===== config.mk =====
export PLATFORM = sky130hd
export DESIGN_NAME = modbus_rtu_request_and_reply_check
export DESIGN_NICKNAME = d
export VERILOG_FILES = /design/src/rtl/mbrc_pkg.sv /design/src/rtl/mbrc_rx_check.sv /design/src/rtl/modbus_rtu_request_and_reply_check.sv
export SDC_FILE = /design/constraint.sdc
export NUM_CORES = 1
export LEC_CHECK = 0
export BUFFER_PORTS_ARGS = -buffer_cell sky130_fd_sc_hd__clkbuf_2
export CAP_MARGIN = 10
export CORE_UTILIZATION = 52
export CTS_BUF_LIST = sky130_fd_sc_hd__clkbuf_16
export DETAILED_ROUTE_END_ITERATION = 12
export PLACE_DENSITY_LB_ADDON = 0.1
export SYNTH_ARGS = -nofsm -noshare
export SYNTH_HDL_FRONTEND = slang
export SYNTH_SLANG_ARGS = --single-unit

===== constraint.sdc =====
create_clock -name clk_i -period 3.53 [get_ports clk_i]
set_clock_uncertainty 0.1 [all_clocks]
set_input_delay 0.5295 -clock clk_i [delete_from_list [all_inputs] [get_ports clk_i]]
set_output_delay 0.5295 -clock clk_i [all_outputs]
set_load 0.01 [all_outputs]

===== src/rtl/mbrc_pkg.sv =====
// ----------------------------------------------------------------------------
// Modbus RTU request and reply check package
// Word types, opcodes and the CRC-16/Modbus byte update shared by the block.
// ----------------------------------------------------------------------------
package mbrc_pkg;

  // Input word opcodes.
  localparam logic OP_REQUEST = 1'b0;
  localparam logic OP_RX_BYTE = 1'b1;

  // Output word kinds.
  localparam logic KIND_TX_BYTE = 1'b0;
  localparam logic KIND_REPORT  = 1'b1;

  // CRC-16/Modbus: reflected polynomial, all-ones start value.
  localparam logic [15:0] CRC_INIT = 16'hFFFF;
  localparam logic [15:0] CRC_POLY = 16'hA001;

  // A request frame is eight bytes; a usable reply is at least five.
  localparam int unsigned FRAME_LEN = 8;
  localparam logic [7:0]  MIN_REPLY = 8'd5;
  localparam logic [7:0]  COUNT_MAX = 8'hFF;

  typedef struct packed {
    logic        opcode;
    logic [7:0]  device_addr;
    logic [7:0]  function_code;
    logic [15:0] register_addr;
    logic [15:0] request_value;
    logic [7:0]  rx_byte;
    logic        rx_last;
  } in_word_t;

  typedef struct packed {
    logic        report_kind;
    logic [7:0]  tx_byte;
    logic        last;
    logic        reply_ok;
    logic        crc_good;
    logic        addr_match;
    logic        too_short;
    logic [15:0] reply_value;
  } out_word_t;

  // Check results of a reply, handed from the receive checker to the top.
  typedef struct packed {
    logic        crc_good;
    logic        addr_match;
    logic        too_short;
    logic [15:0] reply_value;
  } rx_report_t;

  // One byte through the reflected CRC, one bit per step.
  function automatic logic [15:0] crc16_byte(input logic [15:0] crc_in,
                                             input logic [7:0]  data);
    logic [15:0] c;
    c = crc_in ^ {8'h00, data};
    for (int k = 0; k < 8; k++) begin
      c = c[0] ? ((c >> 1) ^ CRC_POLY) : (c >> 1);
    end
    return c;
  endfunction

endpackage


===== src/rtl/mbrc_rx_check.sv =====
// ----------------------------------------------------------------------------
// Modbus RTU reply checker
// Running CRC, saturating byte count and kept reply bytes for one reply.
// ----------------------------------------------------------------------------
module mbrc_rx_check
  import mbrc_pkg::*;
(
  input  logic        clk_i,
  input  logic        rst_ni,
  input  logic        take_i,
  input  logic [7:0]  rx_byte_i,
  input  logic        rx_last_i,
  input  logic [7:0]  expected_addr_i,
  output rx_report_t  report_o
);

  localparam logic [7:0] POS_FIRST  = 8'd0;
  localparam logic [7:0] POS_THIRD  = 8'd3;
  localparam logic [7:0] POS_FOURTH = 8'd4;

  logic [15:0] crc_q, crc_d;
  logic [7:0]  count_q, count_d;
  logic [7:0]  first_q, first_d;
  logic [7:0]  third_q, third_d;
  logic [7:0]  fourth_q, fourth_d;

  // State after this byte; the report is taken from it.
  always_comb begin
    crc_d    = crc16_byte(crc_q, rx_byte_i);
    first_d  = (count_q == POS_FIRST)  ? rx_byte_i : first_q;
    third_d  = (count_q == POS_THIRD)  ? rx_byte_i : third_q;
    fourth_d = (count_q == POS_FOURTH) ? rx_byte_i : fourth_q;
    count_d  = (count_q != COUNT_MAX) ? count_q + 8'd1 : count_q;

    report_o.crc_good    = (crc_d == 16'h0000);
    report_o.addr_match  = (first_d == expected_addr_i);
    report_o.too_short   = (count_d < MIN_REPLY);
    report_o.reply_value = {third_d, fourth_d};
  end

  // The last byte closes the reply and the state starts over.
  always_ff @(posedge clk_i or negedge rst_ni) begin
    if (!rst_ni) begin
      crc_q    <= CRC_INIT;
      count_q  <= '0;
      first_q  <= '0;
      third_q  <= '0;
      fourth_q <= '0;
    end else if (take_i) begin
      if (rx_last_i) begin
        crc_q    <= CRC_INIT;
        count_q  <= '0;
        first_q  <= '0;
        third_q  <= '0;
        fourth_q <= '0;
      end else begin
        crc_q    <= crc_d;
        count_q  <= count_d;
        first_q  <= first_d;
        third_q  <= third_d;
        fourth_q <= fourth_d;
      end
    end
  end

endmodule


===== src/rtl/modbus_rtu_request_and_reply_check.sv =====
// ----------------------------------------------------------------------------
// Modbus RTU request and reply check
// Serializes a master request frame with its CRC and checks the reply bytes.
// ----------------------------------------------------------------------------
//
//   Channel   Direction  Handshake                Word
//   --------  ---------  -----------------------  ----------------------------
//   in        input      in_valid_i / in_stall_o  in_word_t  (request or byte)
//   out       output     out_valid_o/out_stall_i  out_word_t (tx byte/report)
//
// Received bytes can arrive back to back. A request holds the input register
// until all eight frame bytes are out, one frame byte per cycle unless the
// output stalls; the transmit CRC advances one byte per cycle over the frame.
// The output register lets a new word be accepted while a result still waits.
// Reset clears all control state at once; there is no clearing pass.
// A stall on the output holds any word that needs to emit a result.
//
module modbus_rtu_request_and_reply_check
  import mbrc_pkg::*;
(
  input  logic      clk_i,
  input  logic      rst_ni,
  input  logic      in_valid_i,
  output logic      in_stall_o,
  input  in_word_t  in_word_i,
  output logic      out_valid_o,
  input  logic      out_stall_i,
  output out_word_t out_word_o
);

  localparam logic [2:0] TX_LAST_IDX = 3'(FRAME_LEN - 1);
  localparam logic [2:0] TX_CRC_IDX  = 3'(FRAME_LEN - 2);

  // Input register holding the word under work.
  logic      in_valid_q;
  in_word_t  in_word_q;

  // Output register.
  logic      out_valid_q;
  out_word_t out_word_q, out_word_d;

  // Request serializer: byte position and running CRC of the frame.
  logic [2:0]  tx_idx_q;
  logic [15:0] tx_crc_q;
  logic [15:0] tx_crc_run;
  logic [7:0]  tx_byte_sel;

  // Address the next reply must carry.
  logic [7:0] exp_addr_q;

  logic       req_pending, rx_pending, out_free;
  logic       tx_emit, rx_take, consume, in_accept, out_load;
  rx_report_t rx_report;

  // The receive checker keeps the running state of the reply.
  mbrc_rx_check u_rx_check (
    .clk_i           (clk_i),
    .rst_ni          (rst_ni),
    .take_i          (rx_take),
    .rx_byte_i       (in_word_q.rx_byte),
    .rx_last_i       (in_word_q.rx_last),
    .expected_addr_i (exp_addr_q),
    .report_o        (rx_report)
  );

  always_comb begin
    req_pending = in_valid_q && (in_word_q.opcode == OP_REQUEST);
    rx_pending  = in_valid_q && (in_word_q.opcode == OP_RX_BYTE);
    out_free    = !out_valid_q || !out_stall_i;

    // A request emits one frame byte each cycle the output can take it.
    tx_emit = req_pending && out_free;
    // A byte that closes no reply needs no output slot.
    rx_take = rx_pending && (!in_word_q.rx_last || out_free);

    consume    = (tx_emit && (tx_idx_q == TX_LAST_IDX)) || rx_take;
    in_stall_o = in_valid_q && !consume;
    in_accept  = in_valid_i && !in_stall_o;
    out_load   = tx_emit || (rx_take && in_word_q.rx_last);
  end

  // Frame byte for the current position; the CRC starts fresh on byte zero.
  always_comb begin
    tx_crc_run = (tx_idx_q == 3'd0) ? CRC_INIT : tx_crc_q;
    case (tx_idx_q)
      3'd0:    tx_byte_sel = in_word_q.device_addr;
      3'd1:    tx_byte_sel = in_word_q.function_code;
      3'd2:    tx_byte_sel = in_word_q.register_addr[15:8];
      3'd3:    tx_byte_sel = in_word_q.register_addr[7:0];
      3'd4:    tx_byte_sel = in_word_q.request_value[15:8];
      3'd5:    tx_byte_sel = in_word_q.request_value[7:0];
      3'd6:    tx_byte_sel = tx_crc_q[7:0];
      3'd7:    tx_byte_sel = tx_crc_q[15:8];
      default: tx_byte_sel = '0;
    endcase
  end

  always_comb begin
    out_word_d = '0;
    if (req_pending) begin
      out_word_d.report_kind = KIND_TX_BYTE;
      out_word_d.tx_byte     = tx_byte_sel;
      out_word_d.last        = (tx_idx_q == TX_LAST_IDX);
    end else begin
      out_word_d.report_kind = KIND_REPORT;
      out_word_d.last        = 1'b1;
      out_word_d.crc_good    = rx_report.crc_good;
      out_word_d.addr_match  = rx_report.addr_match;
      out_word_d.too_short   = rx_report.too_short;
      out_word_d.reply_ok    = rx_report.crc_good && rx_report.addr_match &&
                               !rx_report.too_short;
      out_word_d.reply_value = rx_report.reply_value;
    end
  end

  always_ff @(posedge clk_i or negedge rst_ni) begin
    if (!rst_ni) begin
      in_valid_q  <= 1'b0;
      out_valid_q <= 1'b0;
      tx_idx_q    <= '0;
      exp_addr_q  <= '0;
    end else begin
      if (in_accept) begin
        in_valid_q <= 1'b1;
      end else if (consume) begin
        in_valid_q <= 1'b0;
      end
      if (out_load) begin
        out_valid_q <= 1'b1;
      end else if (!out_stall_i) begin
        out_valid_q <= 1'b0;
      end
      if (tx_emit) begin
        tx_idx_q <= tx_idx_q + 3'd1;
      end
      // The request address becomes the expected reply address.
      if (tx_emit && (tx_idx_q == 3'd0)) begin
        exp_addr_q <= in_word_q.device_addr;
      end
    end
  end

  // Payload registers carry no reset.
  always_ff @(posedge clk_i) begin
    if (in_accept) begin
      in_word_q <= in_word_i;
    end
    if (out_load) begin
      out_word_q <= out_word_d;
    end
    if (tx_emit && (tx_idx_q < TX_CRC_IDX)) begin
      tx_crc_q <= crc16_byte(tx_crc_run, tx_byte_sel);
    end
  end

  assign out_valid_o = out_valid_q;
  assign out_word_o  = out_word_q;

`ifndef SYNTHESIS
  // The serializer is only ever mid-frame while a request sits in the input.
  a_tx_idx_owner : assert property (@(posedge clk_i) disable iff (!rst_ni)
    (tx_idx_q != 3'd0) |-> (in_valid_q && (in_word_q.opcode == OP_REQUEST)))
    else $error("serializer mid-frame without a pending request");

  // A report is always marked last and its overall verdict agrees with its parts.
  a_report_ok : assert property (@(posedge clk_i) disable iff (!rst_ni)
    (out_valid_q && (out_word_q.report_kind == KIND_REPORT)) |->
      (out_word_q.last && (out_word_q.reply_ok ==
        (out_word_q.crc_good && out_word_q.addr_match && !out_word_q.too_short))))
    else $error("inconsistent reply report");

  // A transmit byte marked last is the eighth byte of its frame.
  a_tx_last : assert property (@(posedge clk_i) disable iff (!rst_ni)
    (tx_emit && out_word_d.last) |-> (tx_idx_q == TX_LAST_IDX))
    else $error("frame end marked at the wrong byte");
`endif

endmodule

# ---- After elaboration in Yosys (flattened, before gate mapping)
# Cells that the tools add are included.
dict set report word_totals {
  inputBits 62
  wordCells 119
  regBits 165
  output_inout_bits 32
}
dict set report classes {
  n_lt_le_gt_ge 2
  add_sub_neg 2
  n_mux 32
  eq_ne 12
  n_reduce_logical 26
  bitwise_logic 19
}
# op count
set op_table {}
lappend op_table {{two-way mux 16 bit} 17}
lappend op_table {{two-way mux 8 bit} 8}
lappend op_table {{case mux 8 bit (8 select lines)} 1}
lappend op_table {{NOT 2 -> 3 bit} 16}
lappend op_table {{bitwise XOR 16 x 8 -> 16 bit} 2}
lappend op_table {{logical NOT 16 bit} 1}
lappend op_table {{two-way mux 14 bit} 1}
lappend op_table {{equality test 3 bit, second input constant} 4}
lappend op_table {{logical AND 1 bit} 12}
lappend op_table {{adder 8 x 1 -> 8 bit, second input constant} 1}
lappend op_table {{equality test 8 x 2 -> 1 bit, second input constant} 1}
lappend op_table {{equality test 8 x 3 -> 1 bit, second input constant} 1}
lappend op_table {{equality test 8 bit} 1}
lappend op_table {{logical NOT 8 bit} 1}
lappend op_table {{less-than comparator 8 x 3 -> 1 bit, second input constant} 1}
lappend op_table {{inequality test 8 bit, second input constant} 1}
lappend op_table {{equality test 3 x 2 -> 1 bit, second input constant} 2}
lappend op_table {{logical NOT 1 bit} 6}
lappend op_table {{two-way mux 1 bit} 5}
lappend op_table {{logical OR 1 bit} 4}
lappend op_table {{adder 3 x 1 -> 3 bit, second input constant} 1}
lappend op_table {{equality test 3 x 1 -> 1 bit, second input constant} 1}
lappend op_table {{logical NOT 3 bit} 1}
lappend op_table {{less-than comparator 3 bit, second input constant} 1}
lappend op_table {{3 further kinds} 3}

# ---- Longest topological paths before layout
# Gate-level depths: netlist (run 1).
dict set report depth {
  ltp_word 20
  mapped_depth 11
  depth_no_buf 10
}

# ---- By module
# A second synthesis (run 1) with hierarchy kept.
dict set report unflattened {
  cells_unflattened 598
  area_unflattened_um2 7682.4
}
# module cells_each seq_area_each_um2 instances area_each_um2
set by_module_without_submodules {}
lappend by_module_without_submodules {modbus_rtu_request_and_reply_check 308 3448.3 1 4843.4}
lappend by_module_without_submodules {mbrc_rx_check 290 1221.2 1 2839.0}

# ---- Worst setup path before layout (run 1)
# No wires, ideal clock.
dict set report synth_timing {
  path_kind {reg2reg}
  from {register in_word_q[57] (netlist name)}
  to {register in_word_q[0] (netlist name) (enable)}
  path_stages_with_launch 7
  period_less_slack_ns 3.309
  setup_time_ns 0.422
  arrival_ns 2.787
  required_ns 3.008
  path_buffers 0
  slack_ns 0.221
  cell_sequence {edfxtp_1 > nor2b_1 > clkinv_1 > a21oi_1 > a21oi_1 > nand2_1 > and2_1}
}
dict set report synth_between {
  elab_chain_len 9
  word_cells_on_any_way 11
  cone_classes {bitwise: 1; reduce/logical: 10}
}
# item line_no
set synth_rtl {}
lappend synth_rtl {{start: declaration} modbus_rtu_request_and_reply_check.sv:36} ;# in_word_t in_word_q;
lappend synth_rtl {{start signal: assignment} modbus_rtu_request_and_reply_check.sv:146} ;# in_word_q <= in_word_i;
lappend synth_rtl {{NOT 1 bit} modbus_rtu_request_and_reply_check.sv:67} ;# req_pending = in_valid_q && (in_word_q.opcode == OP_REQUEST);
lappend synth_rtl {{logical AND 1 bit} modbus_rtu_request_and_reply_check.sv:67}
lappend synth_rtl {{logical AND 1 bit} modbus_rtu_request_and_reply_check.sv:72} ;# tx_emit = req_pending && out_free;
lappend synth_rtl {{logical AND 1 bit} modbus_rtu_request_and_reply_check.sv:76} ;# consume = (tx_emit && (tx_idx_q == TX_LAST_IDX)) || rx_take;
lappend synth_rtl {{logical OR 1 bit *} modbus_rtu_request_and_reply_check.sv:76}
lappend synth_rtl {{logical NOT 1 bit *} modbus_rtu_request_and_reply_check.sv:77} ;# in_stall_o = in_valid_q && !consume;
lappend synth_rtl {{logical AND 1 bit *} modbus_rtu_request_and_reply_check.sv:77}
lappend synth_rtl {{logical NOT 1 bit *} modbus_rtu_request_and_reply_check.sv:78} ;# in_accept = in_valid_i && !in_stall_o;
lappend synth_rtl {{logical AND 1 bit *} modbus_rtu_request_and_reply_check.sv:78}
lappend synth_rtl {{named net in_accept} modbus_rtu_request_and_reply_check.sv:52} ;# logic tx_emit, rx_take, consume, in_accept, out_load;
# Mark *: on every way through the listed nets, which the timed path passes. The rest lies on a longest branch.
# A chain may end at the register's enable or synchronous reset.

# ---- Worst setup path after layout (run 1)
dict set report layout_timing {
  from {register tx_idx_q[1]}
  to {register tx_crc_q[14] (data pin)}
}
dict set report layout_between {
  elab_chain_len 11
  word_cells_on_any_way 24
  cone_classes {eq/ne: 7; mux: 9; bitwise: 7; reduce/logical: 1}
}
# item line_no
set layout_rtl {}
lappend layout_rtl {{start: declaration} modbus_rtu_request_and_reply_check.sv:43} ;# logic [2:0] tx_idx_q;
lappend layout_rtl {{start signal: assignment} modbus_rtu_request_and_reply_check.sv:134} ;# tx_idx_q <= tx_idx_q + 3'd1;
lappend layout_rtl {{equality test 3 bit (tied with other cells)} modbus_rtu_request_and_reply_check.sv:85} ;# case (tx_idx_q)
lappend layout_rtl {{case mux 8 bit (8 select lines) or two-way mux 16 bit (tied branches)} {modbus_rtu_request_and_reply_check.sv:85, modbus_rtu_request_and_reply_check.sv:84}}
lappend layout_rtl {{bitwise XOR 16 x 8 -> 16 bit *} mbrc_pkg.sv:57} ;# c = crc_in ^ {8'h00, data};
lappend layout_rtl {{two-way mux 16 bit * (5 in series)} mbrc_pkg.sv:59} ;# c = c[0] ? ((c >> 1) ^ CRC_POLY) : (c >> 1);
lappend layout_rtl {{NOT 2 -> 3 bit (no source line) or two-way mux 16 bit (tied branches)} n/a}
lappend layout_rtl {{two-way mux 16 bit * (2 in series)} mbrc_pkg.sv:59}
lappend layout_rtl {{end signal: assignment} modbus_rtu_request_and_reply_check.sv:152} ;# tx_crc_q <= crc16_byte(tx_crc_run, tx_byte_sel);
lappend layout_rtl {{end: declaration} modbus_rtu_request_and_reply_check.sv:44} ;# logic [15:0] tx_crc_q;
# Every way passes the cells marked *; elsewhere a longest branch is shown, timed or not.

==> flow_summary.ini, run 1 <==
[placed_design]
placed_cell_area_um2 = 8120
hpwl_um = 11000
portBuffers = 93
place_congestion = 0.873
pre_cts_ws_ns = 0.354

[synthesis]
synth_common_cells = 104 x edfxtp_1, 45 x dfrtp_1, 45 x nor2_1, 44 x nand2_1, 38 x xnor2_1
synth_top_area_frac = 0.420
synth-seq-cells = 165
synth_edf_count = 104
synth_nets = 617
synthFlopType = edfxtp_1
synth_cell_type_count = 55
post_synth.cell_area_avg_um2 = 13.6
yosys.cell_count.top_type = edfxtp_1
synth_top_area_cell = edfxtp_1
ys_warn_count = 0
netlist_area_um2 = 7430
async_flop_share = 0.370
syn-instance-count = 546
ys_seq_area_frac = 0.628
netlist_top_cells_area = edfxtp_1 42%, dfrtp_1 15%, dfstp_2 5.7%

[worst_setup_path]
cpMaxStageDelayCell = ha_1
critPathArrivalTime_ns = 3.22
cp_top_family = XOR/XNOR gates
crit_buf_inv = 1
critical_path.startpoint_type = flop
worst-setup-path-type = reg -> reg
r2r_start = tx_idx_q[1]
setup.worst_path.end_class = flop
path_cells = inv_1 > ha_1 > or3_4 > nor2_1 > a41o_2 > xnor2_4 > xnor2_2 > xnor2_1 > xor3_1
critPathMaxStageDelay_ns = 0.48
cp_max_fo = 16
setup.worst_path.start = tx_idx_q[1]
required_ns = 3.60

[clock_tree]
clkTransAtPathRegs_ns = 0.07
hold_buffers = 0
clk_latency_ns = 0.43
root_buffer = clkbuf_16
numCtsBuffers = 17
htree_levels = 4
clkSinkCount = 165
cts_resized = 0
post-cts-setup-buffers = 0
clk_path_buf_depth = 2
cts_tree = built

[route]
avgRoutedWirePerCell_um = 18.2
ant_nets = 0
wl_um = 15300
drt_iter0_drc = 325
viasPerCell = 5.51
drcViolationCount = 0
vias = 4620
dr.pass1.iters = 6

[finish]
n_fill_cell = 1108
nets = 716
final_area_um2 = 8740
drive_gt1_frac = 0.289
area_growth_syn_to_layout_pct = 17.6
diodes = 0

[outcome]
status = finished clean

[global_route]
grt_overflow = 0
antenna_found_initial = 0
grt_pass1_vias = 4550
grt_pass1_wl_um = 24500
grt_use_total = 0.224
grt_max_degree = 59

[sta]
fin_crit_ns = 3.15
finalHoldViolCount = 0
fin_ws_ns = 0.382
rsz0062_at_grt = false
setup_tns_ns = 0
finalSetupViolCount = 0
drv_slew = 0
holdWs_ns = 0.0945
fmax_mhz = 318
worst_pin_slew_ns = 1.02
timing.final.crit_share = 0.892
max_slew_margin = 0.318

[floorplanning]
coreArea_um2 = 13900
boundaryPins = 94
dieArea_um2 = 14800
die_x_um = 122
start_util = 0.533
die_h_um = 122
num_rows = 43

[pwr]
powerDensity_nw_per_um2 = 1020
leakagePower_nw = 3.55
design_power_total_mw = 8.88
ir_worst_vdd_mv = 0.726

[worst_hold_path]
hp-class = in -> async

[run]
drv_cap = 0
## state kept, by name (all words and copies together) (netlist names)
name	cells
tx_idx_q	3
tx_crc_q	16
in_valid_q	1
in_word_q	58
out_valid_o	1
u_rx_check.first_q	8
exp_addr_q	8
u_rx_check.crc_q	16
u_rx_check.count_q	8
out_word_o	30
u_rx_check.third_q	8
u_rx_check.fourth_q	8
## power breakdown
group,switching (mW),total [mW],internal [mW]
logic,1.75,3.84,2.09
clock network,0.791,1.92,1.13
registers,0.301,3.11,2.81
## layout make-up
class	instances	area, um^2	area share
Clock buffer	17	425	0.0487
Clock inverter	15	191	0.0219
Inverter	9	33.8	0.00387
Multi-Input combinational cell	344	2590	0.296
Sequential cell	165	4670	0.535
Tap cell	180	225	0.0258
Timing Repair Buffer	108	603	0.0690
## cell usage in the layout, fill, tap and decap left out, types with 10 or more instances in the layout
cell type  synthesis  final
edfxtp_1         104    104
clkbuf_2           0     93
nor2_1            45     45
dfrtp_1           45     45
nand2_1           44     44
xnor2_1           38     38
a22o_1            27     27
mux2i_1           24     24
a21oi_1           19     19
clkbuf_16          0     17
dfstp_2           16     16
xor2_1            15     15
o22a_1            15     15
buf_4              1     13
nand3_1           11     11
mux2_2            10     10
## path summary, 6_finish.rpt
kind	to	slack, ns	depth (start not counted)
min	in_valid_q	0.09	1
min reg2reg	u_rx_check.fourth_q[0]	0.40	1
max	tx_crc_q[14]	0.38	9
max in group asynchronous	u_rx_check.crc_q[8]	2.51	2
min in group clk_i	in_word_q[29]	0.17	1
max reg2reg	tx_crc_q[14]	0.38	9
## cells by family (layout without fill, tap and decap cells)
group	after synthesis	after routing	share of synthesized area
buffers and inverters	37	149	0.0244
and+or+nand+nor	136	136	0.0839
xor gates and xnor gates	63	63	0.0903
muxes	35	35	0.0495
AOI/OAI and AO/OA	101	101	0.108
adders and majority gates	9	9	0.0152
DFF	165	165	0.628
## per-stage QoR
step,utilization,instances
global route,0.627,838
global placement,0.583,806
floorplan,-,546
finish,0.627,838
CTS,0.627,838
detailed placement,0.583,806
## routing by layer
layer,up-vias,global-route usage,share of wire,wire length [um]
met1,2235,0.294,0.44,6730
met2,155,0.367,0.50,7620
li1,2209,-,-,-
met4,0,0.0895,0.019,293
met3,21,0.0421,0.042,648
met5,-,0,0,0
Note: power is estimated with default switching activity, not from simulation.
==> run 2: changes to the inputs <==
--- a/config.mk
+++ b/config.mk
@@ -10,7 +10,7 @@
 export CORE_UTILIZATION = 52
 export CTS_BUF_LIST = sky130_fd_sc_hd__clkbuf_16
 export DETAILED_ROUTE_END_ITERATION = 12
-export PLACE_DENSITY_LB_ADDON = 0.1
+export PLACE_DENSITY_LB_ADDON = 0.12
 export SYNTH_ARGS = -nofsm -noshare
 export SYNTH_HDL_FRONTEND = slang
 export SYNTH_SLANG_ARGS = --single-unit
==> flow_summary.ini, run 2 (synthesis gave the netlist of run 1 again) <==
[route]
drt_iter0_drc = 427
viasPerCell = 5.62
drcViolationCount = 0
dr.pass1.iters = 7
ant_nets = 0
wl_um = 15900
avgRoutedWirePerCell_um = 19.0
vias = 4719

[pwr]
ir_worst_vdd_mv = 0.463
pwr-share-seq = 0.361
intPower_mw = 5.85
power.share.clock = 0.192
p_sw_frac = 0.323
powerDensity_nw_per_um2 = 999
combPwrFrac = 0.447
switchingPower_mw = 2.78
leakagePower_nw = 3.51

[finish]
drive_gt1_frac = 0.281
largest_reg_flops = 58
stdcell_count = 839
n_fill_cell = 1089
final_common_cell = edfxtp_1
largest-register = in_word_q
area_growth_syn_to_layout_pct = 16.2
diodes = 0
nets = 717
layout_common_cells = 104 x edfxtp_1, 93 x clkbuf_2, 45 x nor2_1, 45 x dfrtp_1, 44 x nand2_1

[global_route]
grt_pass1_vias = 4723
grt_pass1_wl_um = 25400
grt_overflow = 0
antenna_found_initial = 0
grt_use_total = 0.233
grt_max_degree = 52

[outcome]
status = finished clean

[sta]
finalHoldViolCount = 0
finalSetupViolCount = 0
drv_slew = 0
worst_pin_slew_ns = 1.09
timing.final.crit_share = 0.901
fin_ws_ns = 0.348
setup_tns_ns = 0
fin_crit_ns = 3.18
max_slew_margin = 0.270
rsz0062_at_grt = false
fmax_mhz = 314

[floorplanning]
die_x_um = 122
boundaryPins = 94
start_util = 0.533
dieArea_um2 = 14800
die_h_um = 122
num_rows = 43
coreArea_um2 = 13900

[clock_tree]
numCtsBuffers = 17
clkTransAtPathRegs_ns = 0.06
root_buffer = clkbuf_16
htree_levels = 4
post-cts-setup-buffers = 0
clk_latency_ns = 0.42
clkSinkCount = 165
cts_resized = 0
hold_buffers = 0
cts_tree = built
clk_path_buf_depth = 2

[placed_design]
portBuffers = 93
dp.cells = 807
place_congestion = 0.879
hpwl_um = 11400
pre_cts_ws_ns = 0.356

[worst_setup_path]
setup.worst_path.end_class = flop
path_cells = inv_1 > ha_1 > or3_4 > nor2_1 > a41oi_4 > xnor2_1 > xnor2_1 > xnor2_1 > xor3_1
crit_cells = 9
rr_worst_depth = 9
required_ns = 3.59
worst-setup-path-type = reg -> reg
critical_path.startpoint_type = flop
critPathArrivalTime_ns = 3.24
critPathMaxStageDelay_ns = 0.50
path_common_cell = xnor2_1
cpMaxStageDelayCell = or3_4
cp_max_fo = 16
cp_top_family = XOR/XNOR gates
crit_buf_inv = 1

[worst_hold_path]
hp-class = in -> async

[run]
drv_cap = 0
[run 2: cell count changes in the layout (fill, tap and decap cells not counted)]
cell,delta
inv_8,-2
inv_1,+2
bufinv_16,-2
clkinv_4,-1
buf_4,+2
buf_12,-1
inv_6,-5
clkinv_1,+4
clkinv_2,+4
[run 2: area by class of cell]
type,instances,area [um^2],share of cell area
Tap cell,180,225,0.0261
Clock buffer,17,425,0.0492
Multi-Input combinational cell,344,2590,0.300
Inverter,9,33.8,0.00391
Timing Repair Buffer,109,598,0.0692
Sequential cell,165,4670,0.541
Clock inverter,15,98.8,0.0114
[run 2: stage by stage]
stage / utilization / cell area, um^2 / power [mW] / hold slack, ns
3_5_place_dp: 0.582 / 8110 / 7.01 / 0.381
6_report: 0.620 / 8640 / 8.63 / 0.0534
2_1_floorplan: - / 7430 / 6.28 / 0.134
3_3_place_gp: 0.582 / 8110 / 6.90 / 0.382
5_1_grt: 0.620 / 8640 / 9.11 / 0.0922
4_1_cts: 0.620 / 8640 / 8.68 / 0.0620
[run 2: worst register-to-register path, delay by kind of cell (launching register included)]
kind / cells / cell delay (ns)
flops: 1 / 0.45
fa+ha+maj: 1 / 0.38
simple gates: 2 / 0.73
compound gates: 1 / 0.07
xor+xnor: 4 / 1.10
buf+inv: 1 / 0.11
[run 2: worst paths after layout]
check	slack (ns)	from	endpoint
min	0.05	rst_ni	out_valid_o
max	0.35	tx_idx_q[1]	tx_crc_q[14]
max reg2reg	0.35	tx_idx_q[1]	tx_crc_q[14]
min in group clk_i	0.18	in_word_i[9]	in_word_q[9]
min reg2reg	0.40	u_rx_check.fourth_q[4]	u_rx_check.fourth_q[4]
max in group asynchronous	2.42	rst_ni	u_rx_check.crc_q[2]
[run 2: routing by layer]
layer | wire, um | global-route usage
met5 | 0 | 0
met1 | 7140 | 0.307
met2 | 7590 | 0.370
met3 | 723 | 0.0501
met4 | 497 | 0.107
[run 2: power by group through the flow]
stage	sequential [mW]	combinational (mW)	clock [mW]
after floorplan	3.07	3.21	0
after global placement	3.14	3.76	0
after detailed placement	3.14	3.87	0
after CTS	3.11	3.88	1.69
after global routing	3.16	4.20	1.76
final	3.12	3.86	1.66
==> run 3: changes to the inputs <==
--- a/config.mk
+++ b/config.mk
@@ -7,10 +7,12 @@
 export LEC_CHECK = 0
 export BUFFER_PORTS_ARGS = -buffer_cell sky130_fd_sc_hd__clkbuf_2
 export CAP_MARGIN = 10
-export CORE_UTILIZATION = 52
+export CORE_UTILIZATION = 53
 export CTS_BUF_LIST = sky130_fd_sc_hd__clkbuf_16
 export DETAILED_ROUTE_END_ITERATION = 12
 export PLACE_DENSITY_LB_ADDON = 0.12
+export RECOVER_POWER = 50
 export SYNTH_ARGS = -nofsm -noshare
 export SYNTH_HDL_FRONTEND = slang
+export SYNTH_HIERARCHICAL = 1
 export SYNTH_SLANG_ARGS = --single-unit
==> flow_summary.ini, run 3 <==
[outcome]
status = finished, violations left
violations = max-capacitance violations, max-slew violations

[global_route]
grt_pass1_wl_um = 26900
grt_overflow = 0
grt_pass1_vias = 4860
grt_use_total = 0.244
antenna_found_initial = 0
grt_max_degree = 62

[floorplanning]
start_util = 0.549
die_h_um = 122
num_rows = 43
coreArea_um2 = 14000
die_x_um = 122
boundaryPins = 94
dieArea_um2 = 15000

[finish]
n_fill_cell = 1110
nets = 762
stdcell_count = 884
area_growth_syn_to_layout_pct = 16.0
diodes = 0
drive_gt1_frac = 0.249
largest-register = in_word_q
final_common_cell = edfxtp_1
layout_common_cells = 104 x edfxtp_1, 59 x clkbuf_2, 51 x nor2_1
largest_reg_flops = 58

[clock_tree]
clk_path_buf_depth = 2
htree_levels = 4
clk_latency_ns = 0.43
post-cts-setup-buffers = 0
numCtsBuffers = 17
hold_buffers = 0
cts_tree = built
clkSinkCount = 165
root_buffer = clkbuf_16
cts_resized = 0
clkTransAtPathRegs_ns = 0.07

[worst_setup_path]
setup.worst_path.end_class = flop
path_cells = ha_1 > ha_1 > or4_4 > o21ai_1 > o22ai_2 > xor2_1 > xnor2_1 > xor3_2 > xnor2_1
critical_path.startpoint_type = flop
cp_max_fo = 10
required_ns = 3.60
critPathArrivalTime_ns = 3.39
worst-setup-path-type = reg -> reg
critPathMaxStageDelay_ns = 0.62
cp_top_family = XOR/XNOR gates
crit_buf_inv = 0
cpMaxStageDelayCell = or4_4

[synthesis]
synth_cell_type_count = 61
yosys.cell_count.top_type = edfxtp_1
netlist_top_cells_area = edfxtp_1 41%, dfrtp_1 15%, dfstp_2 5.5%
ys_seq_area_frac = 0.608
synth_edf_count = 104
synth_nets = 669
synth_top_area_frac = 0.407
synth-seq-cells = 165
synthFlopType = edfxtp_1
post_synth.cell_area_avg_um2 = 12.8
synth_common_cells = 104 x edfxtp_1, 51 x nor2_1, 45 x dfrtp_1, 39 x xnor2_1
syn-instance-count = 598
synth_top_area_cell = edfxtp_1
ys_warn_count = 6
async_flop_share = 0.370
netlist_area_um2 = 7680

[route]
wl_um = 16900
ant_nets = 0
dr.pass1.iters = 7
viasPerCell = 5.73
vias = 5068
drt_iter0_drc = 481
avgRoutedWirePerCell_um = 19.1
drcViolationCount = 0

[pwr]
ir_worst_vdd_mv = 0.613
p_sw_frac = 0.344
combPwrFrac = 0.436
switchingPower_mw = 3.22
powerDensity_nw_per_um2 = 1050
pwr-share-seq = 0.354
power.share.clock = 0.210
intPower_mw = 6.13
design_power_total_mw = 9.35
leakagePower_nw = 3.49

[placed_design]
portBuffers = 93
hpwl_um = 11600
dp.cells = 852
place_congestion = 0.876

[sta]
rsz0062_at_grt = false
finalHoldViolCount = 0
timing.final.crit_share = 0.943
holdWs_ns = 0.172
fin_crit_ns = 3.33
max_slew_margin = -0.161
fmax_mhz = 301
worst_pin_slew_ns = 1.74
drv_slew = 105
setup_tns_ns = 0
finalSetupViolCount = 0

[worst_hold_path]
hp-class = in -> reg

[run]
drv_cap = 2
run 3: power by group through the flow:
stage	registers (mW)	logic [mW]	clock network, mW
global route	3.36	4.49	2.07
finish	3.31	4.08	1.96
detailed placement	3.33	4.06	0
global placement	3.32	3.94	0
CTS	3.30	4.09	1.99
floorplan	3.23	3.26	0
run 3: cell type report:
type | instances | area [um^2] | share of cell area
clock inverters | 15 | 203 | 0.0227
repair buffers | 113 | 554 | 0.0622
well taps | 180 | 225 | 0.0253
clock buffers | 17 | 425 | 0.0477
flip-flops and latches | 165 | 4670 | 0.524
inverters | 16 | 60.1 | 0.00674
multi-input cells | 378 | 2780 | 0.311
run 3: metrics by stage:
stage	setup slack [ns]	cell area [um^2]	utilization
final	0.202	8910	0.637
after global routing	0.00775	8910	0.637
after CTS	0.164	8970	0.641
after detailed placement	0.212	8340	0.597
after global placement	0.362	8340	0.597
after floorplan	0.400	7680	-
run 3: worst paths after layout:
| path | from | endpoint | slack, ns | cells after the start |
|---|---|---|---|---|
| min in group asynchronous | rst_ni | in_valid_q | 0.48 | 2 |
| worst max-delay path | tx_idx_q[1] | tx_crc_q[15] | 0.20 | 9 |
| worst min register to register | u_rx_check/third_q[7] | u_rx_check/third_q[7] | 0.39 | 1 |
| worst max register to register | tx_idx_q[1] | tx_crc_q[15] | 0.20 | 9 |
| worst min-delay path | in_word_i[33] | in_word_q[33] | 0.17 | 1 |
| max in group asynchronous | rst_ni | u_rx_check/fourth_q[3] | 1.92 | 2 |
run 3: logic make-up (layout without fill, tap and decap cells):
family | Yosys count | after routing | synth area share
simple gates | 152 | 152 | 0.103
xor+xnor | 59 | 59 | 0.0731
buf+inv | 55 | 161 | 0.0329
fa+ha+maj | 9 | 9 | 0.0147
mux | 33 | 33 | 0.0479
compound gates | 125 | 125 | 0.120
flops | 165 | 165 | 0.608
run 3: routing by layer:
layer | GRT usage | part of all wire | vias to the layer above
li1 | - | - | 2388
met1 | 0.368 | 0.48 | 2483
met2 | 0.342 | 0.43 | 185
met3 | 0.0595 | 0.075 | 12
met4 | 0.0800 | 0.0091 | 0
met5 | 0 | 0 | -
